$ cat config.mk
export PLATFORM = sky130hd
export DESIGN_NAME = autofocus_peak_detector
export DESIGN_NICKNAME = d
export VERILOG_FILES = /design/src/hw/rtl/afpd_pkg.sv /design/src/hw/rtl/afpd_track.sv /design/src/hw/rtl/autofocus_peak_detector.sv
export SDC_FILE = /design/constraint.sdc
export NUM_CORES = 1
export LEC_CHECK = 0
export ABC_AREA = 0
export BUFFER_PORTS_ARGS = -buffer_cell sky130_fd_sc_hd__buf_2
export CAP_MARGIN = 20
export CELL_PAD_IN_SITES_DETAIL_PLACEMENT = 1
export CELL_PAD_IN_SITES_GLOBAL_PLACEMENT = 1
export CORE_UTILIZATION = 49
export CTS_CLUSTER_SIZE = 10
export DETAILED_ROUTE_END_ITERATION = 10
export PLACE_DENSITY_LB_ADDON = 0.1
export SLEW_MARGIN = 10
export SYNTH_ARGS = -nofsm -noshare
export SYNTH_HDL_FRONTEND = slang
export SYNTH_SLANG_ARGS = --single-unit
$ cat constraint.sdc
create_clock -name clk_i -period 4.07 [get_ports clk_i]
set_input_delay 0.2035 -clock clk_i [delete_from_list [all_inputs] [get_ports clk_i]]
set_output_delay 0.2035 -clock clk_i [all_outputs]
set_load 0.005 [all_outputs]
$ cat src/hw/rtl/afpd_pkg.sv
package afpd_pkg;

  // Sweep capacity and derived widths
  localparam int unsigned MAX_POSITIONS = 1024;
  localparam int unsigned POS_W = $clog2(MAX_POSITIONS + 1);
  localparam int unsigned IDX_W = $clog2(MAX_POSITIONS);

  // Field widths
  localparam int unsigned SAMPLE_W    = 32;
  localparam int unsigned RUN_W       = 4;
  localparam int unsigned MAX_INDEX_W = 10;
  localparam int unsigned OUT_DATA_W  = 16;

  localparam logic [RUN_W-1:0] RUN_LENGTH_RESET = RUN_W'(3);
  localparam logic [RUN_W-1:0] COUNT_MAX        = {RUN_W{1'b1}};

  // One input word as held in the input stage
  typedef struct packed {
    logic [SAMPLE_W-1:0] sample;
    logic                last;
  } sample_t;

  // Sweep result handed from the tracker to the output stage
  typedef struct packed {
    logic                   ovf;
    logic                   confirmed;
    logic [MAX_INDEX_W-1:0] max_index;
  } result_t;

endpackage

$ cat src/hw/rtl/afpd_track.sv
module afpd_track import afpd_pkg::*; (
  input  logic             clk_i,
  input  logic             rst_ni,
  input  logic             step_i,
  input  sample_t          word_i,
  input  logic [RUN_W-1:0] run_length_i,
  output result_t          result_o
);

  logic [SAMPLE_W-1:0] prev_q, prev_d;
  logic [POS_W-1:0]    pos_q, pos_d;
  logic [RUN_W-1:0]    rise_cnt_q, rise_cnt_d;
  logic [RUN_W-1:0]    fall_cnt_q, fall_cnt_d;
  logic [IDX_W-1:0]    rise_end_q, rise_end_d;
  logic                rise_vld_q, rise_vld_d;
  logic [IDX_W-1:0]    fall_start_q, fall_start_d;
  logic                fall_vld_q, fall_vld_d;
  logic [SAMPLE_W-1:0] best_q, best_d;
  logic [IDX_W-1:0]    best_pos_q, best_pos_d;
  logic                conf_q, conf_d;
  logic                ovf_q, ovf_d;

  logic [RUN_W-1:0]    need;
  logic [IDX_W-1:0]    pos_idx;
  logic                in_range;
  logic                first;
  logic [SAMPLE_W-1:0] s;

  assign s        = word_i.sample;
  assign need     = (run_length_i == '0) ? RUN_W'(1) : run_length_i;
  assign in_range = pos_q < POS_W'(MAX_POSITIONS);
  assign pos_idx  = pos_q[IDX_W-1:0];
  assign first    = pos_q == '0;

  // Update the sweep state for one sample
  always_comb begin
    prev_d       = prev_q;
    pos_d        = pos_q;
    rise_cnt_d   = rise_cnt_q;
    fall_cnt_d   = fall_cnt_q;
    rise_end_d   = rise_end_q;
    rise_vld_d   = rise_vld_q;
    fall_start_d = fall_start_q;
    fall_vld_d   = fall_vld_q;
    best_d       = best_q;
    best_pos_d   = best_pos_q;
    conf_d       = conf_q;
    ovf_d        = ovf_q;

    if (in_range) begin
      // Track the first greatest sample
      if (first || s > best_q) begin
        best_d     = s;
        best_pos_d = pos_idx;
        conf_d     = 1'b0;
      end

      // Count rises and falls, skip equal neighbors
      if (!first && s != prev_q) begin
        if (s > prev_q) begin
          if (rise_cnt_q < COUNT_MAX) rise_cnt_d = rise_cnt_q + RUN_W'(1);
          fall_cnt_d = '0;
          if (rise_cnt_d >= need) begin
            rise_end_d = pos_idx;
            rise_vld_d = 1'b1;
          end
        end else begin
          if (fall_cnt_q == '0) begin
            fall_start_d = pos_idx - IDX_W'(1);
            fall_vld_d   = 1'b0;
          end
          if (fall_cnt_q < COUNT_MAX) fall_cnt_d = fall_cnt_q + RUN_W'(1);
          rise_cnt_d = '0;
          if (fall_cnt_d >= need) fall_vld_d = 1'b1;
        end
        if (rise_vld_d && fall_vld_d && rise_end_d == best_pos_d &&
            fall_start_d == best_pos_d) begin
          conf_d = 1'b1;
        end
      end

      prev_d = s;
      pos_d  = pos_q + POS_W'(1);
    end else begin
      ovf_d = 1'b1;
    end
  end

  // Result of the sweep as it stands after this sample
  assign result_o.max_index = MAX_INDEX_W'(best_pos_d);
  assign result_o.confirmed = conf_d;
  assign result_o.ovf       = ovf_d;

  // Hold state; clear it after the last word of a sweep
  always_ff @(posedge clk_i or negedge rst_ni) begin
    if (!rst_ni) begin
      prev_q       <= '0;
      pos_q        <= '0;
      rise_cnt_q   <= '0;
      fall_cnt_q   <= '0;
      rise_end_q   <= '0;
      rise_vld_q   <= 1'b0;
      fall_start_q <= '0;
      fall_vld_q   <= 1'b0;
      best_q       <= '0;
      best_pos_q   <= '0;
      conf_q       <= 1'b0;
      ovf_q        <= 1'b0;
    end else if (step_i) begin
      if (word_i.last) begin
        prev_q       <= '0;
        pos_q        <= '0;
        rise_cnt_q   <= '0;
        fall_cnt_q   <= '0;
        rise_end_q   <= '0;
        rise_vld_q   <= 1'b0;
        fall_start_q <= '0;
        fall_vld_q   <= 1'b0;
        best_q       <= '0;
        best_pos_q   <= '0;
        conf_q       <= 1'b0;
        ovf_q        <= 1'b0;
      end else begin
        prev_q       <= prev_d;
        pos_q        <= pos_d;
        rise_cnt_q   <= rise_cnt_d;
        fall_cnt_q   <= fall_cnt_d;
        rise_end_q   <= rise_end_d;
        rise_vld_q   <= rise_vld_d;
        fall_start_q <= fall_start_d;
        fall_vld_q   <= fall_vld_d;
        best_q       <= best_d;
        best_pos_q   <= best_pos_d;
        conf_q       <= conf_d;
        ovf_q        <= ovf_d;
      end
    end
  end

endmodule

$ cat src/hw/rtl/autofocus_peak_detector.sv
// Contrast autofocus peak search.
// Slave stream: one contrast sample per focus position in s_axis_tdata, with
// s_axis_tlast on the last sample of a sweep. Master stream: one word per
// sweep in m_axis_tdata carrying the position of the first greatest sample,
// the peak confirmation flag and the overflow flag. cfg_we_i/cfg_wdata_i
// write run_length (reset 3); write it only between sweeps with no word in
// flight.
// Throughput: one sample per cycle while s_axis_tready is high. Each sample
// is registered, then the tracker updates its state from that register.
// A sweep result reaches m_axis through the input register, then the result
// register. Reset clears the sweep state and the valid bits of both
// registers; state also clears after each last sample. When the receiver
// stalls, the result waits in the result register while samples keep
// flowing; only a second last sample finding the result register still
// occupied holds s_axis_tready low. Samples beyond 1024 in a sweep are
// dropped and set the overflow flag.
module autofocus_peak_detector import afpd_pkg::*; (
  input  logic                  clk_i,
  input  logic                  rst_ni,
  // [31:0] contrast_sample
  input  logic [SAMPLE_W-1:0]   s_axis_tdata,
  input  logic                  s_axis_tlast,
  input  logic                  s_axis_tvalid,
  output logic                  s_axis_tready,
  // [9:0] max_index, [10] peak_confirmed, [11] sweep_overflow, [15:12] zero
  output logic [OUT_DATA_W-1:0] m_axis_tdata,
  output logic                  m_axis_tvalid,
  input  logic                  m_axis_tready,
  input  logic                  cfg_we_i,
  input  logic [RUN_W-1:0]      cfg_wdata_i
);

  logic [RUN_W-1:0] run_length_q;
  sample_t          in_word_q;
  logic             in_vld_q;
  result_t          res_q;
  logic             out_vld_q;
  result_t          track_res;
  logic             advance;
  logic             out_free;

  // Configuration register
  always_ff @(posedge clk_i or negedge rst_ni) begin
    if (!rst_ni) begin
      run_length_q <= RUN_LENGTH_RESET;
    end else if (cfg_we_i) begin
      run_length_q <= cfg_wdata_i;
    end
  end

  // Advance the input word unless it ends a sweep and the result is blocked
  assign out_free      = !out_vld_q || m_axis_tready;
  assign advance       = in_vld_q && (!in_word_q.last || out_free);
  assign s_axis_tready = !in_vld_q || advance;

  // Input register
  always_ff @(posedge clk_i or negedge rst_ni) begin
    if (!rst_ni) begin
      in_vld_q <= 1'b0;
    end else if (s_axis_tready) begin
      in_vld_q <= s_axis_tvalid;
    end
  end

  always_ff @(posedge clk_i) begin
    if (s_axis_tready && s_axis_tvalid) begin
      in_word_q.sample <= s_axis_tdata;
      in_word_q.last   <= s_axis_tlast;
    end
  end

  afpd_track u_track (
    .clk_i,
    .rst_ni,
    .step_i       (advance),
    .word_i       (in_word_q),
    .run_length_i (run_length_q),
    .result_o     (track_res)
  );

  // Result register
  always_ff @(posedge clk_i or negedge rst_ni) begin
    if (!rst_ni) begin
      out_vld_q <= 1'b0;
    end else if (advance && in_word_q.last) begin
      out_vld_q <= 1'b1;
    end else if (m_axis_tready) begin
      out_vld_q <= 1'b0;
    end
  end

  always_ff @(posedge clk_i) begin
    if (advance && in_word_q.last) begin
      res_q <= track_res;
    end
  end

  assign m_axis_tvalid = out_vld_q;
  assign m_axis_tdata  = OUT_DATA_W'({res_q.ovf, res_q.confirmed, res_q.max_index});

endmodule

==> impl_metrics.py, run 1 <==
metrics = {
    "cells_and_area": {
        "layout_commonest_cell": "dfrtp_1",
        "nNetsFinal": 1112,
        "multi_input_area_mm2": 0.00454,
        "diodes": 0,
        "syn_to_final_growth_pct": 17.4,
        "drive_gt1_frac": 0.166,
        "final-seq-area_mm2": 0.00443,
        "fillers": 2009,
        "final_cell_mix": "dfrtp_1, inv_1, ha_1, nand2_1, buf_2",
    },
    "setup_path": {
        "critPathRequiredTime_ns": 4.34,
        "crit_top_cell": "ha_1",
        "path_delay_family": "compound AO/OA/AOI/OAI gates",
        "crit_path_start_kind": "flip-flop",
        "cp_num_buf_inv": 0,
        "critPathMaxStageDelay_ns": 0.43,
        "end_kind": "flip-flop",
        "path_max_fanout": 21,
        "path_class": "reg -> reg",
        "crit_path_top_delay_cell": "dfrtp_1",
        "cp_data_arrival_time_ns": 4.03,
        "crit_path_cell_trace": "ha_1 > nand3_1 > mux2_2 > ha_1 > a21boi_0 > o21ai_0 > a21oi_2 > o21a_4 > o2bb2ai_1 > a211o_1 > a2111oi_2 > nand4_1 > o31ai_1",
    },
    "yosys": {
        "synth_cells": 897,
        "synth_edf_count": 45,
        "yosysUniqueCellTypes": 81,
        "syn_area_mm2": 0.00947,
        "ys_seq_elements": 168,
        "synth.avg_cell_area_um2": 10.6,
        "synth_warnings": 0,
        "yosys_most_used_dff": "dfrtp_1",
        "synth_top_area_frac": 0.320,
        "synth_area_leaders": "dfrtp_1, edfxtp_1, ha_1",
        "synth_async_sr_flop_share": 0.732,
        "ys_seq_area_frac": 0.468,
        "synth_top_cell_by_area": "dfrtp_1",
    },
    "drt": {
        "wl_mm": 26.1,
        "initialDrtViolationCount": 396,
        "wl_per_cell_um": 20.6,
        "vias_per_cell": 5.98,
        "firstDrtPassIters": 7,
        "ant_nets": 0,
        "num_vias": 7576,
        "drc": 0,
    },
    "timing": {
        "finalHoldViolCount": 0,
        "finalCritPeriodShare": 0.924,
        "fmax_ghz": 0.266,
        "drv_slew": 0,
        "tightest_slew_ns": 1.02,
        "rsz0062_at_grt": "no",
        "holdWs_ns": 0.0233,
        "tns_ns": 0,
        "setup_viol": 0,
        "relSlewSlack": 0.319,
        "period_needed_ns": 3.76,
        "worst_clock_skew_ns": 0.0117,
    },
    "grt": {
        "top_usage_layer": "met2",
        "use_met1": 0.331,
        "globalRouteTotalUtil": 0.279,
        "grt_max_degree": 77,
        "overflow": 0,
        "grt_pass1_wl_mm": 42.9,
        "grt_use_met2": 0.508,
        "use_met3": 0.0421,
        "antenna_found_initial": 0,
        "grt_pass1_vias": 8343,
    },
    "flow_run": {
        "drv_cap": 0,
    },
    "clock_tree": {
        "clock_latency_ns": 0.45,
        "cts_htree_levels": 4,
        "clockRootBuffer": "clkbuf_16",
        "clk_path_buf_depth": 2,
        "path_clk_slew_ns": 0.07,
        "cts_tree": "done",
        "clock-sinks": 168,
        "cts_buffers": 17,
    },
    "pwr": {
        "p_leak_nw": 4.82,
        "powerDensity_mw_per_mm2": 522,
        "p_total_mw": 5.81,
        "irDropWorstVdd_uv": 325,
    },
    "placed_design": {
        "io_buffers": 55,
        "globalplace.congestion": 0.893,
        "post-dp-hpwl_mm": 17.0,
    },
    "outcome": {
        "status": "finished clean",
    },
    "floorplan": {
        "coreArea_mm2": 0.0188,
        "rows": 50,
        "initial_core_util": 0.503,
        "die_area_mm2": 0.0199,
        "die_h_um": 141,
        "ioPinCount": 60,
        "die-width_um": 141,
    },
    "worst_hold_path": {
        "hp-class": "in -> reg",
    },
}
## power breakdown
group	switching [mW]	total, mW	internal, mW
sequential	0.169	2.12	1.95
combinational	1.24	2.04	0.803
clock	0.776	1.65	0.873
total	2.18	5.81	3.63
## logic make-up after synthesis
group / after synthesis / share of synthesized area
AO/OA/AOI/OAI: 255 / 0.205
XOR/XNOR: 23 / 0.0213
adder cells (fa/ha/maj): 77 / 0.102
buffers and inverters: 132 / 0.0580
flip-flops: 168 / 0.468
multiplexers: 24 / 0.0267
other: 1 / 0.000396
AND/OR/NAND/NOR: 217 / 0.119
## cell type report
| cell class | count | share of cell area |
|---|---|---|
| sequential | 168 | 0.399 |
| clock inverter | 14 | 0.0143 |
| clock buffer | 18 | 0.0386 |
| timing repair buffer | 126 | 0.0839 |
| multi-input combinational | 600 | 0.408 |
| tap | 260 | 0.0293 |
| inverter | 80 | 0.0270 |
## stage by stage
step | worst slack, ns | cells | util | area [µm²]
after detailed placement | 0.0425 | 1188 | 0.533 | 10000
after CTS | 0.137 | 1261 | 0.587 | 11000
after global placement | 0.305 | 1188 | 0.533 | 10000
after floorplan | 0.722 | 900 | - | 9480
final | 0.309 | 1266 | 0.591 | 11100
after global routing | 0.0909 | 1266 | 0.591 | 11100
## timing repair
action / CTS / global route
pin swaps: 0 / 1
hold endpoints to repair: 110 / 0
gates resized for setup: 1 / 4
hold buffers: 41 / 0
buffers inserted: 0 / 4
setup endpoints to repair: 1 / 2
## worst paths after layout
path / from / to / slack, ns / cells after the start
max reg2reg: u_track.rise_cnt_q[0] / m_axis_tdata[10] / 0.31 / 13
min in group asynchronous: rst_ni / u_track.rise_cnt_q[2] / 0.19 / 2
min reg2reg: u_track.fall_start_q[7] / u_track.fall_start_q[7] / 0.50 / 2
max: u_track.rise_cnt_q[0] / m_axis_tdata[10] / 0.31 / 13
max in group asynchronous: rst_ni / u_track.prev_q[30] / 2.91 / 4
min: cfg_we_i / run_length_q[2] / 0.02 / 2
## per-layer routing
| layer | vias to the layer above | part of all wire |
|---|---|---|
| met3 | 60 | 0.027 |
| li1 | 3483 | - |
| met1 | 3869 | 0.42 |
| met2 | 164 | 0.52 |
| met5 | - | 0 |
| met4 | 0 | 0.028 |
## worst reg2reg max path: cells and delay by family (launching register included)
| family | cells | cell delay [ns] |
|---|---|---|
| multiplexers | 1 | 0.37 |
| AO/OA/AOI/OAI | 8 | 1.95 |
| adder cells (fa/ha/maj) | 2 | 0.54 |
| flip-flops | 1 | 0.43 |
| AND/OR/NAND/NOR | 2 | 0.31 |
## cells in the mapped netlist, types with 8 or more instances
cell type and count:
dfrtp_1 121, nand2_1 69, xnor2_1 16, nor3_1 13, o21ai_0 49, a22oi_1 11
nand3_1 12, nor2_1 50, a21oi_1 40, a21o_1 9, mux2_2 10, inv_1 80
and2_1 8, clkbuf_1 35, ha_1 77, mux2i_1 14, nand4_1 15, a32o_1 35
a22o_1 51, edfxtp_1 45
## sequential cells by signal, summed over array words and instances (netlist names)
register and cells:
u_track.fall_cnt_q 4, u_track.pos_q 11, u_track.conf_q 1, u_track.fall_vld_q 1, u_track.rise_cnt_q 4, run_length_q 4, u_track.best_pos_q 10, in_vld_q 1
m_axis_tdata 12, u_track.prev_q 32, u_track.rise_end_q 10, u_track.best_q 32, u_track.rise_vld_q 1, u_track.ovf_q 1, in_word_q 33, m_axis_tvalid 1
u_track.fall_start_q 10
Note: power is estimated with default switching activity, not from simulation.
==> run 2, diff against run 1 <==
--- a/config.mk
+++ b/config.mk
@@ -5,12 +5,12 @@
 export SDC_FILE = /design/constraint.sdc
 export NUM_CORES = 1
 export LEC_CHECK = 0
-export ABC_AREA = 0
+export ABC_AREA = 1
 export BUFFER_PORTS_ARGS = -buffer_cell sky130_fd_sc_hd__buf_2
 export CAP_MARGIN = 20
 export CELL_PAD_IN_SITES_DETAIL_PLACEMENT = 1
 export CELL_PAD_IN_SITES_GLOBAL_PLACEMENT = 1
-export CORE_UTILIZATION = 49
+export CORE_UTILIZATION = 47
 export CTS_CLUSTER_SIZE = 10
 export DETAILED_ROUTE_END_ITERATION = 10
 export PLACE_DENSITY_LB_ADDON = 0.1
==> run 2 against run 1 <==
Compared with the run above:
- final cell count increased by 17%
- flip-flop and latch count is the same
- sequential share of layout area increased by 0.90 points
- critical path depth rose by 11
- clock skew rose by 0.0011 ns
- largest cell class is now registers
- setup slack better by 0.35 ns
- critical endpoint is now u_track.conf_q
==> impl_metrics.py, run 2 <==
metrics = {
    "outcome": {
        "status": "finished clean",
    },
    "setup_path": {
        "end_kind": "flip-flop",
        "path_max_fanout": 21,
        "crit_start": "u_track.rise_cnt_q[0]",
        "cp_data_arrival_time_ns": 3.78,
        "worstReg2RegStart": "u_track.rise_cnt_q[0]",
        "critPathRequiredTime_ns": 4.44,
        "path_class": "reg -> reg",
        "crit_path_top_delay_cell": "dfrtp_1",
        "crit_top_cell": "nand2_1",
        "crit_path_start_kind": "flip-flop",
        "critPathMaxStageDelay_ns": 0.41,
        "crit_path_cell_trace": "ha_1 > nand2_1 > nor2_1 > nand2_1 > o21a_1 > ha_1 > inv_1 > nor2_1 > o211ai_1 > nand3_1 > buf_4 > o21ai_0 > nand3_1 > nand2_1 > inv_2 > nand2_1 > nand2_1 > nor2_1 > nand2_1 > nor2_1 > nand3_1 > nand2_1 > nand2_1 > nand2_1",
    },
    "yosys": {
        "synth_edf_count": 45,
        "synth_area_leaders": "dfrtp_1, edfxtp_1, ha_1",
        "synth_top_area_frac": 0.323,
        "syn_area_mm2": 0.00938,
        "yosys_most_used_dff": "dfrtp_1",
        "synth_most_common_cell": "nand2_1",
        "synth_async_sr_flop_share": 0.732,
        "yosysUniqueCellTypes": 42,
        "synth.avg_cell_area_um2": 8.45,
        "ys_seq_elements": 168,
        "ys_top_cells_by_count": "nand2_1, inv_1, dfrtp_1",
        "synth_cells": 1109,
        "synth_warnings": 0,
        "synth_top_cell_by_area": "dfrtp_1",
        "ys_seq_area_frac": 0.473,
    },
    "cells_and_area": {
        "multi_input_area_mm2": 0.00410,
        "nNetsFinal": 1317,
        "final-seq-area_mm2": 0.00443,
        "largest_register_ff_count": 33,
        "top_regs": "in_word_q: 33 flops, u_track.best_q: 32 flops, u_track.prev_q: 32 flops",
        "drive_gt1_frac": 0.113,
        "final_cell_mix": "nand2_1, inv_1, dfrtp_1, nand3_1, o21ai_0",
        "final_util": 0.557,
        "diodes": 0,
        "fillers": 2367,
        "largest-register": "in_word_q",
        "syn_to_final_growth_pct": 16.0,
        "layout_commonest_cell": "nand2_1",
    },
    "timing": {
        "period_needed_ns": 3.41,
        "drv_slew": 0,
        "rsz0062_at_grt": "no",
        "relSlewSlack": 0.386,
        "finalHoldViolCount": 0,
        "tightest_slew_ns": 0.920,
        "holdWs_ns": 0.0287,
        "tns_ns": 0,
        "fmax_ghz": 0.293,
        "worst_clock_skew_ns": 0.0128,
        "finalCritPeriodShare": 0.838,
        "postLayoutSetupSlackWorst_ns": 0.658,
        "setup_viol": 0,
    },
    "grt": {
        "grt_pass1_vias": 8400,
        "globalRouteTotalUtil": 0.280,
        "antenna_found_initial": 0,
        "grt_pass1_wl_mm": 43.5,
        "overflow": 0,
        "grt_max_degree": 59,
    },
    "placed_design": {
        "globalplace.congestion": 0.907,
        "io_buffers": 55,
        "dp_slack_ns": 0.764,
        "post-dp-hpwl_mm": 18.1,
    },
    "drt": {
        "vias_per_cell": 5.44,
        "ant_nets": 0,
        "wl_per_cell_um": 18.1,
        "wl_mm": 26.7,
        "firstDrtPassIters": 4,
        "initialDrtViolationCount": 331,
        "drc": 0,
        "num_vias": 8034,
    },
    "pwr": {
        "powerDensity_mw_per_mm2": 525,
        "p_total_mw": 5.71,
        "p_leak_nw": 5.26,
        "irDropWorstVdd_uv": 299,
    },
    "floorplan": {
        "die_h_um": 143,
        "coreArea_mm2": 0.0195,
        "die-width_um": 143,
        "initial_core_util": 0.480,
        "die_area_mm2": 0.0205,
        "rows": 51,
        "ioPinCount": 60,
    },
    "clock_tree": {
        "cts_htree_levels": 4,
        "clock_latency_ns": 0.43,
        "clock-sinks": 168,
        "path_clk_slew_ns": 0.07,
        "clk_path_buf_depth": 2,
        "cts_buffers": 17,
        "clockRootBuffer": "clkbuf_16",
        "cts_tree": "done",
        "ctsResizeCount": 0,
    },
    "worst_hold_path": {
        "hp-class": "in -> reg",
        "hold_start": "cfg_we_i",
    },
    "flow_run": {
        "drv_cap": 0,
    },
}
[run 2: area by class of cell]
| cell class | count | share of cell area |
|---|---|---|
| timing repair buffer | 107 | 0.0702 |
| sequential | 168 | 0.408 |
| clock buffer | 19 | 0.0418 |
| tap | 265 | 0.0305 |
| clock inverter | 13 | 0.0124 |
| multi-input combinational | 728 | 0.377 |
| inverter | 176 | 0.0607 |
[run 2: what timing repair did]
item                                    CTS  global route
endpoints found under the hold margin    92             0
buffers inserted                          0             0
hold buffers                             38             0
endpoints found under the setup margin    0             0
[run 2: worst max-delay path, delay by kind of cell, from the launching register on]
kind / cells / cell delay (ns)
AOI/OAI and AO/OA: 3 / 0.48
DFF: 1 / 0.41
and+or+nand+nor: 16 / 1.63
adders and majority gates: 2 / 0.50
buffers and inverters: 3 / 0.32
[run 2: final timing paths]
| check | end | cells past startpoint | slack (ns) |
|---|---|---|---|
| max in group asynchronous | u_track.prev_q[4] | 3 | 2.65 |
| hold / removal | run_length_q[0] | 2 | 0.03 |
| hold reg to reg | run_length_q[0] | 2 | 0.48 |
| min in group asynchronous | u_track.rise_cnt_q[1] | 2 | 0.42 |
| setup reg to reg | u_track.conf_q | 24 | 0.66 |
| setup / recovery | u_track.conf_q | 24 | 0.66 |
[run 2: report_power, final]
part / internal, mW / leakage, nW / switching, mW / total, mW
Combinational: 0.655 / 2.88 / 1.33 / 1.99
Clock: 0.900 / 0.287 / 0.736 / 1.64
Sequential: 1.98 / 2.09 / 0.108 / 2.09
[run 2: stage by stage]
stage / cell area, µm² / instances
2_1_floorplan: 9390 / 1112
6_report: 10900 / 1476
3_5_place_dp: 9910 / 1406
3_3_place_gp: 9910 / 1406
5_1_grt: 10900 / 1476
4_1_cts: 10900 / 1476
[run 2: logic make-up after synthesis]
group / synth area share
compound gates: 0.126
xor+xnor: 0.00934
fa+ha+maj: 0.103
buf+inv: 0.0917
flops: 0.473
other cells: 0.000400
simple gates: 0.197
[run 2: metal layers]
metal | vias up | routed length (µm) | track usage
met3 | 33 | 666 | 0.0419
li1 | 3863 | - | -
met1 | 4016 | 12100 | 0.352
met5 | - | 0 | 0
met2 | 122 | 13500 | 0.495
met4 | 0 | 522 | 0.0851
